--- src/design/rrts_pkg.sv ---
// shared types and constants of the round robin thread scheduler
package rrts_pkg;

   localparam int THREAD_SLOTS    = 16;
   localparam int PROCESS_SLOTS   = 8;
   localparam int EVENT_DEPTH_DEF = 16;
   localparam int THREAD_W        = 4;
   localparam int PROC_W          = 3;
   localparam int RQ_CNT_W        = $clog2(THREAD_SLOTS + 1);
   localparam logic [7:0] TICK_RESET = 8'd2;

   localparam logic [1:0] POL_EVENT_ONLY = 2'd1;
   localparam logic [1:0] POL_BUSY       = 2'd2;

   typedef enum logic [3:0] {
      OP_TICK        = 4'd0,
      OP_SWITCH      = 4'd1,
      OP_RETURN      = 4'd2,
      OP_ADD         = 4'd3,
      OP_KILL_THREAD = 4'd4,
      OP_KILL_PROC   = 4'd5,
      OP_POST        = 4'd6,
      OP_SET_STATE   = 4'd7,
      OP_SET_PROC    = 4'd8
   } op_type;

   typedef enum logic [2:0] {
      KIND_EVENT  = 3'd0,
      KIND_SELECT = 3'd1,
      KIND_IDLE   = 3'd2,
      KIND_ACK    = 3'd3,
      KIND_DROP   = 3'd4
   } kind_type;

   typedef enum logic [1:0] {
      S_IDLE,
      S_EVENTS,
      S_RUNQ
   } state_type;

   typedef struct packed {
      op_type        operation;
      logic [3:0]    thread_slot;
      logic [2:0]    process_slot;
      logic [1:0]    policy;
      logic          is_main;
      logic          parked_flag;
      logic          suspended_flag;
      logic [31:0]   wake_time;
      logic [31:0]   event_code;
      logic [31:0]   event_payload;
      logic          event_busy_flag;
   } req_type;

   typedef struct packed {
      kind_type      kind;
      logic [3:0]    out_thread;
      logic [31:0]   out_event_code;
      logic [31:0]   out_event_payload;
      logic          last;
   } rsp_type;

   typedef struct packed {
      logic              valid;
      logic              main;
      logic [1:0]        policy;
      logic              parked;
      logic              susp;
      logic              evbusy;
      logic [PROC_W-1:0] proc;
   } slot_type;

   typedef struct packed {
      logic [THREAD_W-1:0] thread;
      logic [31:0]         code;
      logic [31:0]         data;
   } ev_type;

endpackage

--- src/design/rrts_ram.sv ---
// simple dual port synchronous memory with registered read
module rrts_ram #(
   parameter int WIDTH = 8,
   parameter int DEPTH = 16,
   localparam int AW = $clog2(DEPTH)
) (
   input  logic             clock,
   input  logic             we,
   input  logic [AW-1:0]    waddr,
   input  logic [WIDTH-1:0] wdata,
   input  logic [AW-1:0]    raddr,
   output logic [WIDTH-1:0] rdata
);

   logic [WIDTH-1:0] mem [DEPTH];
   logic [WIDTH-1:0] rdata_ff;

   always_ff @(posedge clock) begin
      if (we) begin
         mem[waddr] <= wdata;
      end
      rdata_ff <= mem[raddr];
   end

   assign rdata = rdata_ff;

endmodule

--- src/design/round_robin_thread_scheduler_core.sv ---
// round robin thread scheduler: slot table, run queue memory, event queue memory
// tick, add, post, set, return and kill of an invalid thread: one beat, never busy.
// switch and kill: busy while passing the pending events, then the run queue entries;
// final beat on a pick or at the end; one memory read per cycle per pass.
// reset (synchronous): all slots invalid, both queues empty, nothing running,
// elapsed zero, tick increment 2; no clearing pass. results cannot be stalled.
module round_robin_thread_scheduler_core #(
   parameter int EVENT_DEPTH = rrts_pkg::EVENT_DEPTH_DEF
) (
   input  logic              clock,
   input  logic              reset,
   input  logic              start,
   output logic              busy,
   input  rrts_pkg::req_type req_item,
   output logic              rsp_valid,
   output rrts_pkg::rsp_type rsp_item,
   input  logic              csr_wr_en,
   input  logic [7:0]        csr_wr_data
);

   import rrts_pkg::*;

   localparam int EIW = $clog2(EVENT_DEPTH);
   localparam int ECW = $clog2(EVENT_DEPTH + 1);

   state_type state_ff, state_in;
   logic [31:0] elapsed_ff, elapsed_in;
   logic [7:0] tick_inc_ff;
   slot_type slots_ff [THREAD_SLOTS];
   slot_type slots_in [THREAD_SLOTS];
   logic [31:0] wake_ff [THREAD_SLOTS];
   logic [31:0] wake_in [THREAD_SLOTS];
   logic [PROCESS_SLOTS-1:0] psusp_ff, psusp_in;
   logic [THREAD_W-1:0] running_ff, running_in;
   logic run_valid_ff, run_valid_in;
   logic [THREAD_W-1:0] rq_head_ff, rq_head_in;
   logic [RQ_CNT_W-1:0] rq_count_ff, rq_count_in;
   logic [ECW-1:0] ev_count_ff, ev_count_in;
   logic is_switch_ff, is_switch_in;
   logic [THREAD_SLOTS-1:0] mask_ff, mask_in;
   logic [ECW-1:0] ev_rd_ff, ev_rd_in, ev_wr_ff, ev_wr_in;
   logic [RQ_CNT_W-1:0] rq_rd_ff, rq_rd_in, rq_wr_ff, rq_wr_in;
   logic dv_ff, dv_in;
   logic rsp_valid_ff, rsp_valid_in;
   rsp_type rsp_ff, rsp_in;

   logic rq_we;
   logic [THREAD_W-1:0] rq_waddr, rq_wdata, rq_raddr, rq_rdata;
   logic ev_we;
   logic [EIW-1:0] ev_waddr, ev_raddr;
   ev_type ev_wdata, ev_rdata;

   logic accept, go_pass, ev_end, rq_end, rq_pick, rq_elig, cur_valid;
   slot_type rq_f;

   rrts_ram #(.WIDTH(THREAD_W), .DEPTH(THREAD_SLOTS)) u_runq (
      .clock(clock), .we(rq_we), .waddr(rq_waddr), .wdata(rq_wdata),
      .raddr(rq_raddr), .rdata(rq_rdata)
   );

   rrts_ram #(.WIDTH($bits(ev_type)), .DEPTH(EVENT_DEPTH)) u_evq (
      .clock(clock), .we(ev_we), .waddr(ev_waddr), .wdata(ev_wdata),
      .raddr(ev_raddr), .rdata(ev_rdata)
   );

   assign busy      = (state_ff != S_IDLE);
   assign accept    = start && !busy;
   assign cur_valid = slots_ff[req_item.thread_slot].valid;
   assign go_pass   = accept && ((req_item.operation == OP_SWITCH) ||
                      (req_item.operation == OP_KILL_PROC) ||
                      ((req_item.operation == OP_KILL_THREAD) && cur_valid));
   assign ev_end    = !dv_ff && (ev_rd_ff == ev_count_ff);
   assign rq_end    = !dv_ff && (rq_rd_ff == rq_count_ff);

   // eligibility of the run queue entry in the data stage
   always_comb begin
      rq_f    = slots_ff[rq_rdata];
      rq_elig = !((rq_f.policy == POL_EVENT_ONLY) && !rq_f.evbusy) &&
                !psusp_ff[rq_f.proc] && !rq_f.parked &&
                (!rq_f.susp || ((wake_ff[rq_rdata] != 32'd0) &&
                                (wake_ff[rq_rdata] <= elapsed_ff)));
   end

   assign rq_pick = dv_ff && is_switch_ff && rq_elig;

   // next state
   always_comb begin
      state_in = state_ff;
      case (state_ff)
         S_IDLE: begin
            if (go_pass) begin
               state_in = S_EVENTS;
            end
         end
         S_EVENTS: begin
            if (ev_end) begin
               state_in = S_RUNQ;
            end
         end
         S_RUNQ: begin
            if (rq_pick || rq_end) begin
               state_in = S_IDLE;
            end
         end
         default: state_in = S_IDLE;
      endcase
   end

   // datapath and outputs
   always_comb begin
      ev_type e;
      slot_type f;
      logic [THREAD_SLOTS-1:0] kmask;
      logic keep;

      e = ev_rdata;
      f = slots_ff[ev_rdata.thread];
      kmask = '0;
      keep = 1'b0;

      elapsed_in   = elapsed_ff;
      slots_in     = slots_ff;
      wake_in      = wake_ff;
      psusp_in     = psusp_ff;
      running_in   = running_ff;
      run_valid_in = run_valid_ff;
      rq_head_in   = rq_head_ff;
      rq_count_in  = rq_count_ff;
      ev_count_in  = ev_count_ff;
      is_switch_in = is_switch_ff;
      mask_in      = mask_ff;
      ev_rd_in     = ev_rd_ff;
      ev_wr_in     = ev_wr_ff;
      rq_rd_in     = rq_rd_ff;
      rq_wr_in     = rq_wr_ff;
      dv_in        = 1'b0;
      rsp_valid_in = 1'b0;
      rsp_in       = rsp_ff;

      rq_we    = 1'b0;
      rq_waddr = rq_head_ff + rq_count_ff[THREAD_W-1:0];
      rq_wdata = running_ff;
      rq_raddr = rq_head_ff + rq_rd_ff[THREAD_W-1:0];
      ev_we    = 1'b0;
      ev_waddr = ev_count_ff[EIW-1:0];
      ev_wdata = '{thread: req_item.thread_slot, code: req_item.event_code,
                   data: req_item.event_payload};
      ev_raddr = ev_rd_ff[EIW-1:0];

      case (state_ff)
         S_IDLE: begin
            if (accept) begin
               rsp_valid_in = !go_pass;
               rsp_in = '{kind: KIND_ACK, out_thread: '0, out_event_code: '0,
                          out_event_payload: '0, last: 1'b1};
               is_switch_in = 1'b0;
               ev_rd_in = '0;
               ev_wr_in = '0;
               case (req_item.operation)
                  OP_TICK: begin
                     elapsed_in = elapsed_ff + {24'd0, tick_inc_ff};
                  end
                  OP_SWITCH, OP_RETURN: begin
                     is_switch_in = 1'b1;
                     if (run_valid_ff && (rq_count_ff < RQ_CNT_W'(THREAD_SLOTS))) begin
                        rq_we = 1'b1;
                        rq_count_in = rq_count_ff + 1'b1;
                     end
                     run_valid_in = 1'b0;
                  end
                  OP_ADD: begin
                     if (!cur_valid) begin
                        slots_in[req_item.thread_slot] = '{valid: 1'b1,
                           main: req_item.is_main, policy: req_item.policy,
                           parked: 1'b0, susp: 1'b0, evbusy: 1'b0,
                           proc: req_item.process_slot};
                        wake_in[req_item.thread_slot] = '0;
                        if (rq_count_ff < RQ_CNT_W'(THREAD_SLOTS)) begin
                           rq_we = 1'b1;
                           rq_wdata = req_item.thread_slot;
                           rq_count_in = rq_count_ff + 1'b1;
                        end
                     end
                  end
                  OP_KILL_THREAD, OP_KILL_PROC: begin
                     if (req_item.operation == OP_KILL_PROC) begin
                        for (int i = 0; i < THREAD_SLOTS; i++) begin
                           kmask[i] = slots_ff[i].valid &&
                                      (slots_ff[i].proc == req_item.process_slot);
                        end
                        psusp_in[req_item.process_slot] = 1'b0;
                     end else if (slots_ff[req_item.thread_slot].main) begin
                        for (int i = 0; i < THREAD_SLOTS; i++) begin
                           kmask[i] = slots_ff[i].valid && (slots_ff[i].proc ==
                                      slots_ff[req_item.thread_slot].proc);
                        end
                        psusp_in[slots_ff[req_item.thread_slot].proc] = 1'b0;
                     end else begin
                        kmask[req_item.thread_slot] = cur_valid;
                     end
                     mask_in = kmask;
                     for (int i = 0; i < THREAD_SLOTS; i++) begin
                        if (kmask[i]) begin
                           slots_in[i] = '0;
                           wake_in[i] = '0;
                        end
                     end
                     if (run_valid_ff && kmask[running_ff]) begin
                        run_valid_in = 1'b0;
                     end
                  end
                  OP_POST: begin
                     if (cur_valid) begin
                        if (ev_count_ff == ECW'(EVENT_DEPTH)) begin
                           rsp_in.kind = KIND_DROP;
                           rsp_in.out_thread = req_item.thread_slot;
                        end else begin
                           ev_we = 1'b1;
                           ev_count_in = ev_count_ff + 1'b1;
                        end
                     end
                  end
                  OP_SET_STATE: begin
                     if (cur_valid) begin
                        slots_in[req_item.thread_slot].parked = req_item.parked_flag;
                        slots_in[req_item.thread_slot].susp = req_item.suspended_flag;
                        slots_in[req_item.thread_slot].evbusy = req_item.event_busy_flag;
                        wake_in[req_item.thread_slot] = req_item.wake_time;
                     end
                  end
                  OP_SET_PROC: begin
                     psusp_in[req_item.process_slot] = req_item.suspended_flag;
                  end
                  default: begin
                  end
               endcase
               if (req_item.operation == OP_RETURN) begin
                  is_switch_in = 1'b0;
               end
            end
         end

         S_EVENTS: begin
            if (ev_rd_ff < ev_count_ff) begin
               ev_rd_in = ev_rd_ff + 1'b1;
               dv_in = 1'b1;
            end
            if (dv_ff) begin
               if (!is_switch_ff) begin
                  keep = !mask_ff[e.thread];
               end else if (f.evbusy) begin
                  keep = 1'b1;
               end else if (f.policy != POL_BUSY) begin
                  slots_in[e.thread].parked = 1'b0;
                  slots_in[e.thread].evbusy = 1'b1;
                  rsp_valid_in = 1'b1;
                  rsp_in = '{kind: KIND_EVENT, out_thread: e.thread,
                             out_event_code: e.code, out_event_payload: e.data,
                             last: 1'b0};
               end
               if (keep) begin
                  ev_we = 1'b1;
                  ev_waddr = ev_wr_ff[EIW-1:0];
                  ev_wdata = e;
                  ev_wr_in = ev_wr_ff + 1'b1;
               end
            end
            if (ev_end) begin
               ev_count_in = ev_wr_ff;
               rq_rd_in = '0;
               rq_wr_in = '0;
               dv_in = 1'b0;
            end
         end

         S_RUNQ: begin
            if (rq_rd_ff < rq_count_ff) begin
               rq_rd_in = rq_rd_ff + 1'b1;
               dv_in = 1'b1;
            end
            rsp_in = '{kind: KIND_ACK, out_thread: '0, out_event_code: '0,
                       out_event_payload: '0, last: 1'b1};
            if (rq_pick) begin
               if (rq_f.susp) begin
                  slots_in[rq_rdata].susp = 1'b0;
                  wake_in[rq_rdata] = '0;
               end
               running_in = rq_rdata;
               run_valid_in = 1'b1;
               rq_head_in = rq_head_ff + rq_rd_ff[THREAD_W-1:0];
               rq_count_in = rq_count_ff - 1'b1;
               rsp_valid_in = 1'b1;
               rsp_in.kind = KIND_SELECT;
               rsp_in.out_thread = rq_rdata;
            end else if (dv_ff) begin
               if (is_switch_ff || !mask_ff[rq_rdata]) begin
                  rq_we = 1'b1;
                  rq_waddr = rq_head_ff + rq_count_ff[THREAD_W-1:0] +
                             rq_wr_ff[THREAD_W-1:0];
                  rq_wdata = rq_rdata;
                  rq_wr_in = rq_wr_ff + 1'b1;
               end
            end else if (rq_end) begin
               rq_head_in = rq_head_ff + rq_count_ff[THREAD_W-1:0];
               rq_count_in = rq_wr_ff;
               rsp_valid_in = 1'b1;
               if (is_switch_ff) begin
                  rsp_in.kind = KIND_IDLE;
               end
            end
         end

         default: begin
         end
      endcase
   end

   always_ff @(posedge clock) begin
      if (reset) begin
         state_ff     <= S_IDLE;
         elapsed_ff   <= '0;
         tick_inc_ff  <= TICK_RESET;
         for (int i = 0; i < THREAD_SLOTS; i++) begin
            slots_ff[i] <= '0;
            wake_ff[i]  <= '0;
         end
         psusp_ff     <= '0;
         run_valid_ff <= 1'b0;
         rq_head_ff   <= '0;
         rq_count_ff  <= '0;
         ev_count_ff  <= '0;
         dv_ff        <= 1'b0;
         rsp_valid_ff <= 1'b0;
      end else begin
         state_ff     <= state_in;
         elapsed_ff   <= elapsed_in;
         if (csr_wr_en) begin
            tick_inc_ff <= csr_wr_data;
         end
         slots_ff     <= slots_in;
         wake_ff      <= wake_in;
         psusp_ff     <= psusp_in;
         run_valid_ff <= run_valid_in;
         rq_head_ff   <= rq_head_in;
         rq_count_ff  <= rq_count_in;
         ev_count_ff  <= ev_count_in;
         dv_ff        <= dv_in;
         rsp_valid_ff <= rsp_valid_in;
      end
   end

   always_ff @(posedge clock) begin
      running_ff   <= running_in;
      is_switch_ff <= is_switch_in;
      mask_ff      <= mask_in;
      ev_rd_ff     <= ev_rd_in;
      ev_wr_ff     <= ev_wr_in;
      rq_rd_ff     <= rq_rd_in;
      rq_wr_ff     <= rq_wr_in;
      rsp_ff       <= rsp_in;
   end

   assign rsp_valid = rsp_valid_ff;
   assign rsp_item  = rsp_ff;

endmodule

--- config.mk ---
export PLATFORM = sky130hd
export DESIGN_NAME = round_robin_thread_scheduler_core
export DESIGN_NICKNAME = d
export VERILOG_FILES = /design/src/design/rrts_pkg.sv /design/src/design/rrts_ram.sv /design/src/design/round_robin_thread_scheduler_core.sv
export SDC_FILE = /design/constraint.sdc
export NUM_CORES = 2
export LEC_CHECK = 0
export BUFFER_PORTS_ARGS = -buffer_cell sky130_fd_sc_hd__buf_2
export CAP_MARGIN = 20
export CORE_MARGIN = 4
export CORE_UTILIZATION = 56
export DETAILED_ROUTE_END_ITERATION = 8
export GPL_TIMING_DRIVEN = 0
export PLACE_DENSITY = 0.73
export SLEW_MARGIN = 40
export SYNTH_ARGS = -nofsm -noshare
export SYNTH_HDL_FRONTEND = slang
export SYNTH_SLANG_ARGS = --single-unit
--- constraint.sdc ---
create_clock -name clock -period 5.9 [get_ports clock]
set_input_delay 0.295 -clock clock [delete_from_list [all_inputs] [get_ports clock]]
set_output_delay 0.295 -clock clock [all_outputs]
set_load 0.01 [all_outputs]
==> impl_metrics.toml <==
[setup_path]
crit_slowest_cell = "or4b_1"
required_ns = 6.62
cp_cell_sequence = "clkbuf_4 > and2_1 > clkbuf_1 > clkbuf_2 > a22oi_1 > nand2_1 > ha_1 > o21ai_0 > o21ai_0 > a2111oi_4 > a211oi_4 > or4b_1 > buf_4 > or2_4 > buf_6 > o31ai_4 > a41oi_4 > buf_4 > o2bb2ai_1"
cp.arrival_ns = 6.63
max_stage_delay_ns = 0.55
crit_start = "u_runq.rdata[3]$_DFF_P_"
critPathMaxFanout = 11
startpoint_type = "flop"
end_kind = "flop"
r2r_start = "u_runq.rdata[3]$_DFF_P_"
setup.worst_path.class = "flop to flop"

[global_routing]
antenna_found_initial = 21
grt_remaining_overflow = 0
grt_pass1_vias = 60900
grt_max_degree = 55
grt_pass1_wl_mm = 445
track_usage_pct = 38.2

[synth]
ys_seq_area_share_pct = 62.0
async_flop_share_pct = 0
yosys-top-cells-area = "edfxtp_1 43%, dfxtp_1 19%, mux4_2 14%"
synth_enable_flop_cells = 1265
postSynthAreaPerCell_sq_um = 14.8
synth_top_area_share_pct = 43.4
syn_area_sq_um = 87400
syn_inst = 5898
syn-num-nets = 6098
ys_ff_latch = 2076
synth_cell_types = 104
yosys_warnings = 0
synth_top_area_cell = "edfxtp_1"
synth_flop_cell = "edfxtp_1"

[sta]
rsz0062_at_grt = "true"
hold_violations = 0
clock_skew_ns = 0.0683
min_period_over_period_pct = 100
setup_ws_ns = -0.00775
setup_viol = 4
worst_pin_slew_ns = 1.03
max_slew_margin_pct = 31.2
clock.fmax_mhz = 169
period_needed_ns = 5.91
maxSlewViolCount = 0
setup-tns-final_ns = -0.0185

[run_status]
violations = "setup timing"
status = "finished, violations left"

[routing]
drt_iter0_drc = 10200
remaining_drc_errors = 0
num_vias = 62100
routed_wl_mm = 314
wl_per_cell_um = 36.0
vias_per_cell = 7.12
dr.pass1.iters = 9
antenna_left = 0

[power_and_ir_drop]
leakagePower_nw = 35.0
clockPowerShare_pct = 31.6
p_per_area_nw_per_um2 = 416
swShare_pct = 33.7
total_power_mw = 42.8
p_int_mw = 28.3
vdd_drop_max_mv = 0.366
switchingPower_mw = 14.4
p_comb_share_pct = 29.2
p_seq_share_pct = 39.2

[hold_path]
hold_class = "input port to flop"
hp-start = "csr_wr_en"

[die]
pin_count = 199
die-height_um = 403
die_x_um = 403
fp.dieArea_sq_um = 163000
initial_core_util_pct = 56.6
num_rows = 144
design.core.area_sq_um = 155000

[final_layout]
drive_gt1_share_pct = 24.5
fin_util_pct = 66.5
synthToLayoutAreaGrowth_pct = 17.6
finalNetCount = 6689

[cts]
cts_tree = "done"
root_buffer = "clkbuf_16"
clkLatencyLatePin_ns = 0.88
h-tree-depth = 4
clk_pin_slew_ns = 0.07
cts-buffers-inserted = 202
cts.sinks = 2076
clockBufferDepth = 3

[flow_run]
drv_cap = 0

[place]
dp_hpwl_mm = 210
io_buffers = 161
gp_congestion = 1.07
==> routing by layer <==
layer  vias to the layer above  share of wire [%]  global-route usage (%)
li1                      24700                  -                       -
met1                     31100                 35                    49.4
met2                      5184                 45                    58.5
met3                      1117                 12                    10.7
met4                        12                6.8                    21.6
met5                         -              0.031                       0
==> through the flow <==
| stage | cells | hold slack, ns | worst slack, ns | area, sq um |
|---|---|---|---|---|
| 2_1_floorplan | 5898 | 0.403 | -0.384 | 87400 |
| 3_3_place_gp | 8103 | 0.441 | -5.67 | 90800 |
| 3_5_place_dp | 8209 | 0.441 | -1.39 | 93500 |
| 4_1_cts | 8702 | 0.00410 | 0.0236 | 102000 |
| 5_1_grt | 8712 | 0.0578 | -0.0207 | 103000 |
| 6_report | 8721 | 0.0122 | -0.00775 | 103000 |
==> final cells by class <==
type                            count  area [sq um]
Antenna cell                       12          30.0
Buffer                            471          2590
Clock buffer                      278          5660
Clock inverter                    102          1280
Fill cell                       10500         51800
Inverter                          105           402
Multi-Input combinational cell   3244         31800
Sequential cell                  2076         54200
Tap cell                         2044          2560
Timing Repair Buffer              389          4270
==> flip-flops by register name, indices dropped and copies added (netlist names), 2 cells and up <==
| signal | count |
|---|---|
| wake_ff | 512 |
| ev_rd_ff | 5 |
| rq_head_ff | 4 |
| u_runq.rdata | 4 |
| u_evq.mem | 1088 |
| ev_wr_ff | 5 |
| elapsed_ff | 32 |
| psusp_ff | 8 |
| mask_ff | 16 |
| rq_rd_ff | 5 |
| rsp_item | 72 |
| state_ff | 2 |
| slots_ff | 160 |
| running_ff | 4 |
| rq_wr_ff | 5 |
| tick_inc_ff | 8 |
| rq_count_ff | 5 |
| u_runq.mem | 64 |
| ev_count_ff | 5 |
| u_evq.rdata | 68 |
==> Yosys cell counts (all sizes together) (19+ instances only) <==
library cell	count
a211oi	29
a21o	20
a21oi	121
a22o	240
a22oi	243
a31oi	41
a32o	86
and3	83
buf	168
clkbuf	306
dfxtp	811
edfxtp	1265
ha	71
inv	103
mux2	78
mux2i	63
mux4	532
nand2	263
nand2b	21
nand3	80
nand4	21
nor2	390
nor2b	60
nor3	77
nor4	25
o21ai	100
o2bb2ai	158
o311ai	19
o31ai	32
or3	20
xnor2	98
xor2	47
==> worst paths after layout <==
path	slack, ns	endpoint	depth (start not counted)
setup / recovery	-0.008	wake_ff[395]$_SDFFE_PP0P_	19
hold / removal	0.01	tick_inc_ff[7]$_SDFFE_PP0P_	3
setup reg to reg	-0.008	wake_ff[395]$_SDFFE_PP0P_	19
hold reg to reg	0.46	wake_ff[264]$_SDFFE_PP0P_	1
==> cell usage in the layout (no fill, tap or decap), drive strengths merged, types with 25 or more instances in the layout <==
cell / netlist / routed
xor2: 47 / 47
a22o: 240 / 240
nor2: 390 / 390
mux2: 78 / 78
nand3: 80 / 81
o21ai: 100 / 100
o31ai: 32 / 32
edfxtp: 1265 / 1265
mux4: 532 / 532
dlygate4sd3: 0 / 99
nor4: 25 / 25
dfxtp: 811 / 811
xnor2: 98 / 98
o2bb2ai: 158 / 158
nor2b: 60 / 60
clkinv: 2 / 60
a211oi: 29 / 29
a32o: 86 / 86
a22oi: 243 / 243
mux2i: 63 / 63
inv: 103 / 113
a31oi: 41 / 41
and3: 83 / 83
a21oi: 121 / 121
nor3: 77 / 77
nand2: 263 / 263
ha: 71 / 71
clkbuf: 306 / 589
buf: 168 / 450
==> critical path, delay by kind of cell (launching register included) <==
kind | cells | cell delay, ns
and+or+nand+nor | 4 | 1.28
adders and majority gates | 1 | 0.31
buffers and inverters | 6 | 1.75
AOI/OAI and AO/OA | 8 | 1.89
DFF | 1 | 0.52
==> power by group through the flow <==
stage	Combinational, mW	Clock [mW]	Sequential [mW]
after floorplan	6.79	0	17.0
after global placement	11.1	0	17.0
after detailed placement	11.4	0	17.0
after CTS	12.0	13.5	16.7
after global routing	12.8	14.2	16.8
final	12.5	13.5	16.8
==> logic make-up after synthesis <==
logic type	Yosys count	share of synthesized area (%)
and+or+nand+nor	1098	5.93
muxes	673	15.4
adders and majority gates	75	1.11
buffers and inverters	579	2.86
DFF	2076	62.0
xor gates and xnor gates	145	1.45
AOI/OAI and AO/OA	1252	11.2
==> repair_timing <==
item                       CTS  global route
setup endpoints to repair  827           743
pin swaps                    9             9
hold buffers                99             0
gates resized for setup    178            69
hold endpoints to repair   904             0
gates cloned                 1             1
setup buffers               13             5
No activity file was read; power rests on OpenSTA's default activity.
